### src/rtl/dst40_pkg.sv
// DST40 response cipher: shared widths, payload type, bit tables and round function.
// No dependencies; imported by dst40_round and dst40_response_cipher_core.
`timescale 1ns / 1ps

package dst40_pkg;

	localparam int STATE_W  = 40;
	localparam int KEY_W    = 40;
	localparam int RESP_W   = 24;
	localparam int RESP_LSB = 16;
	// key register steps after rounds 1, 4, 7, ...
	localparam int KEY_PERIOD = 3;
	localparam int KEY_PHASE  = 1;

	typedef struct packed {
		logic [STATE_W-1:0] state;
		logic [KEY_W-1:0]   key;
	} dst40_stage_t;

	// Bit tables, entry 0 at the left
	localparam logic [0:31] TAB_A = 32'b01011011_11001000_00110001_10101101;
	localparam logic [0:31] TAB_B = 32'b01100000_01101111_11110110_00000110;
	localparam logic [0:31] TAB_C = 32'b00101110_10111000_00111100_01010101;
	localparam logic [0:31] TAB_D = 32'b01011100_00111010_00111010_01011100;
	localparam logic [0:15] TAB_E = 16'b01010011_11001010;
	localparam logic [0:15] TAB_G = 16'b01110010_01001110;
	localparam logic [1:0] TAB_H [16] = '{
		2'd0,2'd0,2'd2,2'd3,2'd3,2'd1,2'd2,2'd1,
		2'd1,2'd2,2'd1,2'd3,2'd3,2'd2,2'd0,2'd0};

	// Two new state bits for one round
	function automatic logic [1:0] round_bits(input logic [STATE_W-1:0] s,
		input logic [KEY_W-1:0] k);
		logic g1, g2, g3, g4;
		logic [1:0] h;
		g1 = TAB_G[{TAB_A[{k[39], k[31], s[39], s[31], s[23]}],
			TAB_B[{k[38], k[30], s[38], s[30], s[22]}],
			TAB_C[{k[23], k[15], k[7], s[15], s[7]}],
			TAB_D[{k[22], k[14], k[6], s[14], s[6]}]}];
		g2 = TAB_G[{TAB_A[{k[37], k[29], s[37], s[29], s[21]}],
			TAB_B[{k[36], k[28], s[36], s[28], s[20]}],
			TAB_C[{k[21], k[13], k[5], s[13], s[5]}],
			TAB_D[{k[20], k[12], k[4], s[12], s[4]}]}];
		g3 = TAB_G[{TAB_A[{k[35], k[27], s[35], s[27], s[19]}],
			TAB_B[{k[34], k[26], s[34], s[26], s[18]}],
			TAB_C[{k[19], k[11], k[3], s[11], s[3]}],
			TAB_D[{k[18], k[10], k[2], s[10], s[2]}]}];
		g4 = TAB_G[{TAB_A[{k[33], k[25], s[33], s[25], s[17]}],
			TAB_B[{k[32], k[24], s[32], s[24], s[16]}],
			TAB_E[{k[17], k[9], k[1], s[9]}],
			TAB_E[{k[16], k[8], k[0], s[8]}]}];
		h = TAB_H[{g1, g2, g3, g4}];
		return h ^ s[1:0];
	endfunction

endpackage

### src/rtl/dst40_round.sv
// DST40 response cipher: one round as a registered pipeline stage.
// Depends on dst40_pkg (payload type, round function).
`timescale 1ns / 1ps

module dst40_round import dst40_pkg::*; (
	input  logic         clk,
	input  logic         arst_n,
	input  logic         in_valid,
	input  dst40_stage_t in_data,
	input  logic         key_step,
	output logic         out_valid,
	output dst40_stage_t out_data
);

	logic         valid_s1;
	dst40_stage_t data_s1;
	dst40_stage_t next_data;
	logic [1:0]   nb;
	logic         fb;

	// round logic: new bits in at the top, key steps on selected rounds
	always_comb begin
		nb = round_bits(in_data.state, in_data.key);
		fb = in_data.key[0] ^ in_data.key[2] ^ in_data.key[19] ^ in_data.key[21];
		next_data.state = {nb, in_data.state[STATE_W-1:2]};
		if (key_step) begin
			next_data.key = {fb, in_data.key[KEY_W-1:1]};
		end else begin
			next_data.key = in_data.key;
		end
	end

	// valid bit
	always_ff @(posedge clk or negedge arst_n) begin
		if (!arst_n) begin
			valid_s1 <= 1'b0;
		end else begin
			valid_s1 <= in_valid;
		end
	end

	// payload, no reset
	always_ff @(posedge clk) begin
		data_s1 <= next_data;
	end

	assign out_valid = valid_s1;
	assign out_data  = data_s1;

endmodule

### config.mk
export PLATFORM = sky130hd
export DESIGN_NAME = dst40_round
export DESIGN_NICKNAME = d
export VERILOG_FILES = /design/src/rtl/dst40_pkg.sv /design/src/rtl/dst40_round.sv
export SDC_FILE = /design/constraint.sdc
export NUM_CORES = 1
export LEC_CHECK = 0
export BUFFER_PORTS_ARGS = -buffer_cell sky130_fd_sc_hd__buf_2
export CAP_MARGIN = 20
export CORE_UTILIZATION = 35
export CTS_CLUSTER_SIZE = 30
export DETAILED_ROUTE_END_ITERATION = 10
export PLACE_DENSITY = 0.69
export SLEW_MARGIN = 10
export SYNTH_ARGS = -nofsm -noshare
export SYNTH_HDL_FRONTEND = slang
export SYNTH_SLANG_ARGS = --single-unit
### constraint.sdc
create_clock -name clk -period 0.8 [get_ports clk]
set_input_delay 0.04 -clock clk [delete_from_list [all_inputs] [get_ports clk]]
set_output_delay 0.04 -clock clk [all_outputs]
set_load 0.01 [all_outputs]
== Yosys cells after proc, flatten, opt, wreduce, memory -nomap -nowiden ==
Memory sizes are Yosys's and may differ from the RTL's.
Cells that the tools add are included.
Cells by class
  multiply operators: 0
  shifts and indexed selects: 0
  order comparisons: 21
  eq/ne operators: 0
  mux-type cells: 43
  bitwise logic cells: 25
  reductions and logical operators: 0
  div/mod/pow operators: 0
  add/subtract/negate cells: 0
Operators by type and width (number)
  greater-or-equal comparator 6 bit (second input constant): 14
  inverter 5 -> 6 bit: 14
  2-to-1 mux 1 bit: 40
  2-to-1 mux 40 bit: 1
  greater-or-equal comparator 5 bit (second input constant): 7
  inverter 4 -> 5 bit: 7
  2-to-1 mux 2 bit: 2
  XOR 1 bit: 3
  XOR 2 bit: 1
Word-level totals
  latch bits: 0
  bits in registers: 81
  output and inout bits: 81
  bits of input ports: 84
  RAM bits: 0
  memories kept: 21
  word-level logic and storage cells: 113
  ROM bits: 576
Memory list
  (no name shown): depth 16, width 2, rd ports 1, clocked after memory_dff 0, write ports 0, line dst40_pkg.sv:52  | h = TAB_H[{g1, g2, g3, g4}];
  (no name shown): depth 32, width 1, rd ports 1, clocked after memory_dff 0, write ports 0, line dst40_pkg.sv:49  | TAB_B[{k[32], k[24], s[32], s[24], s[16]}],
  (no name shown): depth 32, width 1, rd ports 1, clocked after memory_dff 0, write ports 0, line dst40_pkg.sv:48  | g4 = TAB_G[{TAB_A[{k[33], k[25], s[33], s[25], s[17]}],
  (no name shown): depth 32, width 1, rd ports 1, clocked after memory_dff 0, write ports 0, line dst40_pkg.sv:47  | TAB_D[{k[18], k[10], k[2], s[10], s[2]}]}];
  (no name shown): depth 32, width 1, rd ports 1, clocked after memory_dff 0, write ports 0, line dst40_pkg.sv:46  | TAB_C[{k[19], k[11], k[3], s[11], s[3]}],
  (no name shown): depth 32, width 1, rd ports 1, clocked after memory_dff 0, write ports 0, line dst40_pkg.sv:45  | TAB_B[{k[34], k[26], s[34], s[26], s[18]}],
  +15 memories

== Logic depth before layout (Yosys ltp) ==
  depth in word-level cells: 13
  depth in mapped cells: 8
  gate-level depth less buffers: 8

== Worst setup path after synthesis ==
No wires, ideal clock.
  kind: input to register
  start point: in in_data[18] in the netlist's numbering
  end point: reg data_s1, in the netlist out_data[78]
  slack: -917 ps
  cell stages on the path: 8
  arrival: 1599 ps
  path through: xnor2_1 mux2_2 a21oi_1 mux2_1 mux2_2 mux2i_1 mux2i_1 xnor2_1
Between the ends
  cells in the longest elaborated chain, start to end: 13
Ends and longest elaborated chain
  start: declaration: line dst40_round.sv:9  | input dst40_stage_t in_data,
  inverter 5 -> 6 bit (implied by the code): line dst40_pkg.sv:47
  memory read (32 x 1 bit)
  2-to-1 mux 1 bit (implied by the code) (2 in a row): line dst40_pkg.sv:47
  inverter 4 -> 5 bit (implied by the code): line dst40_pkg.sv:44  | g3 = TAB_G[{TAB_A[{k[35], k[27], s[35], s[27], s[19]}],
  memory read (16 x 1 bit)
  2-to-1 mux 1 bit (implied by the code) (2 in a row): line dst40_pkg.sv:44
  inverter 4 -> 5 bit (implied by the code): line dst40_pkg.sv:52
  memory read (16 x 2 bit)
  2-to-1 mux 2 bit (implied by the code) (2 in a row): line dst40_pkg.sv:52
  XOR 2 bit: line dst40_pkg.sv:53  | return h ^ s[1:0];
  net nb[0]: line dst40_round.sv:18  | logic [1:0] nb;
  end signal: assignment: line dst40_round.sv:44  | data_s1 <= next_data;
  end: declaration: line dst40_round.sv:16  | dst40_stage_t data_s1;
The timed path passes the listed nets, and every way through them passes these cells. The select of a mux whose other input is x is not followed.

== Worst setup path after layout ==
  start point: in in_data[53] in the netlist's numbering
  end point: reg data_s1, in the netlist out_data[79]
Between the ends
  cells in the longest elaborated chain, start to end: 13
Ends and longest elaborated chain
  inverter 5 -> 6 bit (implied by the code): line dst40_pkg.sv:42  | TAB_C[{k[21], k[13], k[5], s[13], s[5]}],
  memory read (32 x 1 bit)
  2-to-1 mux 1 bit (implied by the code) (2 in a row): line dst40_pkg.sv:42
  inverter 4 -> 5 bit (implied by the code): line dst40_pkg.sv:40  | g2 = TAB_G[{TAB_A[{k[37], k[29], s[37], s[29], s[21]}],
  memory read (16 x 1 bit)
  2-to-1 mux 1 bit (implied by the code) (2 in a row): line dst40_pkg.sv:40
  inverter 4 -> 5 bit (implied by the code): line dst40_pkg.sv:52
  memory read (16 x 2 bit)
  2-to-1 mux 2 bit (implied by the code) (2 in a row): line dst40_pkg.sv:52
  XOR 2 bit: line dst40_pkg.sv:53
  net nb[1]: line dst40_round.sv:18
The timed path passes the listed nets, and every way through them passes these cells. The select of a mux whose other input is x is not followed.

==> reports/qor.txt <==
Status: finished, violations left
Failing checks: negative setup slack
Vias in the first global route: 3067
ANT cells: 0
Critical path's top delay family: multiplexers
Worst Setup Start Kind: input pin
Slew @ Worst Pin: 0.435 ns
Leading area contributor after synthesis: dfxtp_1
Nets: 648
First-pass GRT wire length: 13.7 mm
WL final: 9.38 mm
Clk root buf: clkbuf_8
Detailed Place HPWL: 6.66 mm
Critical Path Sink Type: flip-flop
Floorplan Core Area: 8380 µm²
Area delta synth->final: 83.3%
Antenna viol nets, final: 0
Initial Util: 36.9%
DRT Pass-1 Iters: 4
Sw Share: 25.1%
Most frequent cells after synthesis: dfxtp_1, mux2_2, a21oi_1
Core Util, Final: 67.6%
Area share of the largest cell type after synthesis: 51.8%
H-tree depth: 3
# rows: 33
Sequential fraction of the synthesis area: 52.6%
WP buf/inv: 1
VDD IR-drop max: 1.03 mV
WP data arrival: 1.82 ns
Period utilization: 198%
Int Pwr: 0.00798 W
Share of cells above drive strength 1: 60.1%
Crit-path max cell delay: 0.38 ns
TritonCTS clock tree: built
Tot GR Track Use: 19.6%
RSZ-0062 raised after global routing: yes
Most common cell in the netlist: dfxtp_1
Crit. path cell count: 9
Final Wtd Congestion: 0.834
Flops & latches, synth: 81
GRT overflow: 0
Worst hold path depth: 3
Num ports: 165
Hold_ws: 0.0117 ns
Final setup vio count: 73
Top cells by area, synth: dfxtp_1, mux2_2, mux2i_1
PortBufs: 164
Average routed wire per standard cell: 13.9 µm
Mapped Avg Cell Area: 11.2 µm²
Library cells used by synthesis: 33
Die Wd: 96.0 µm
Met2 WL post-DR: 4.77 mm
Largest net degree at the start of global routing: 29
Deepest clock path buffer count: 2
Crit path max fanout: 4
Clock power frac: 33.5%
WS Path Type: input pin to flip-flop
Final Hold Viols: 0
Vert. Die Dim: 96.0 µm
Cells after DPL: 605
Reg power frac: 42.3%
Net Switching: 0.00268 W
Clock Sinks: 81
Initial antenna violation count: 0
Mapped Nets: 359
Met3 routed WL: 786 µm
Number of synthesized flops with an enable pin: 0
Worst hold path class: input pin to flip-flop
YS warnings: 0
Sum Neg Setup Slack: -2.45 ns
Clock buffer count from CTS: 9
Vias/cell: 4.68
CP max stage cell: or3b_1
Clk slew on worst S/H paths: 0.08 ns
Uppermost layer routed: met4
Dpl ws: -1.15 ns
Worst EP required: 1.03 ns
Synthesized instance count: 275
DR DRC count: 0
Vias: 3151
Power per cell area: 1880 nW/µm²
Post-route insts no fill: 674
Asr flop ratio synth: 1.23%
Max-Slew Margin vs Limit: 71.0%
Die Area: 9210 µm²
Mapped cell area: 3090 µm²
Worst setup margin: -0.787 ns
Leak: 2.66 nW
Initial DRC Count: 38
Minimum clock period: 1.59 ns
Final slew viol count: 0
CP cell instances: buf_6 > or3b_1 > a31oi_1 > o211ai_1 > mux2_4 > mux2_4 > mux2i_1 > mux2i_1 > xnor2_1
Comb power frac: 24.2%
Fmax: 0.630 GHz
Main synth FF type: dfxtp_1
Metal-1 WL: 3.68 mm
Max_cap viols: 0
[placed cells by master (no fill, tap or decap), drive strengths merged, types with 6 or more instances in the layout]
master / count
a21oi: 20
nor2b: 8
dfxtp: 80
clkbuf: 10
nor2: 17
nand2: 9
inv: 12
a211oi: 6
o21ai: 9
mux2i: 19
mux2: 46
dlygate4sd3: 52
buf: 231
xnor2: 11
[routing by layer]
| metal | vias to the layer above | global-route usage, % |
|---|---|---|
| met2 | 116 | 35.7 |
| li1 | 1566 | - |
| met3 | 14 | 6.48 |
| met1 | 1455 | 20.7 |
| met5 | - | 0 |
| met4 | 0 | 7.59 |
[per-stage QoR]
step	power [W]	instance area (µm²)
final	0.0107	5660
after global routing	0.0112	5660
after CTS	0.0106	5400
after detailed placement	0.00667	4550
after global placement	0.00661	4550
after floorplan	0.00556	3150
[repair_timing]
action,CTS,global route
endpoints found under the setup margin,83,83
setup buffers,1,0
hold endpoints to repair,51,1
gates cloned,0,0
gates resized for setup,26,67
hold buffers,51,1
pin swaps,1,1
[path summary, 6_finish.rpt]
path,startpoint,endpoint
worst max-delay path,in_data[53],out_data[79]
worst min-delay path,in_data[2],out_data[2]
max in group asynchronous,arst_n,out_valid
min in group asynchronous,arst_n,out_valid
[power groups by stage]
stage	combinational [W]	sequential, W	clock [W]
floorplan	0.000865	0.00470	0
global placement	0.00208	0.00453	0
global route	0.00280	0.00454	0.00387
finish	0.00258	0.00451	0.00357
CTS	0.00245	0.00446	0.00367
detailed placement	0.00215	0.00453	0
[cells by family (layout without fill, tap and decap cells)]
| logic type | Yosys count | in the layout | synth area share [%] |
|---|---|---|---|
| buf+inv | 16 | 310 | 1.94 |
| compound gates | 53 | 53 | 10.9 |
| simple gates | 48 | 48 | 7.77 |
| mux | 65 | 65 | 23.3 |
| flops | 81 | 81 | 52.6 |
| xor+xnor | 12 | 12 | 3.40 |
[flip-flops by register name, summed over array words and instances, names as in the netlist]
signal and flops:
out_data 80, out_valid 1
[layout make-up]
| type | instances | area, µm² |
|---|---|---|
| Sequential cell | 81 | 1680 |
| Clock buffer | 10 | 128 |
| Inverter | 11 | 41.3 |
| Clock inverter | 6 | 115 |
| Tap cell | 105 | 131 |
| Multi-Input combinational cell | 178 | 1440 |
| Fill cell | 637 | 2720 |
| Timing Repair Buffer | 283 | 2130 |
(Power assumes the default switching activity.)
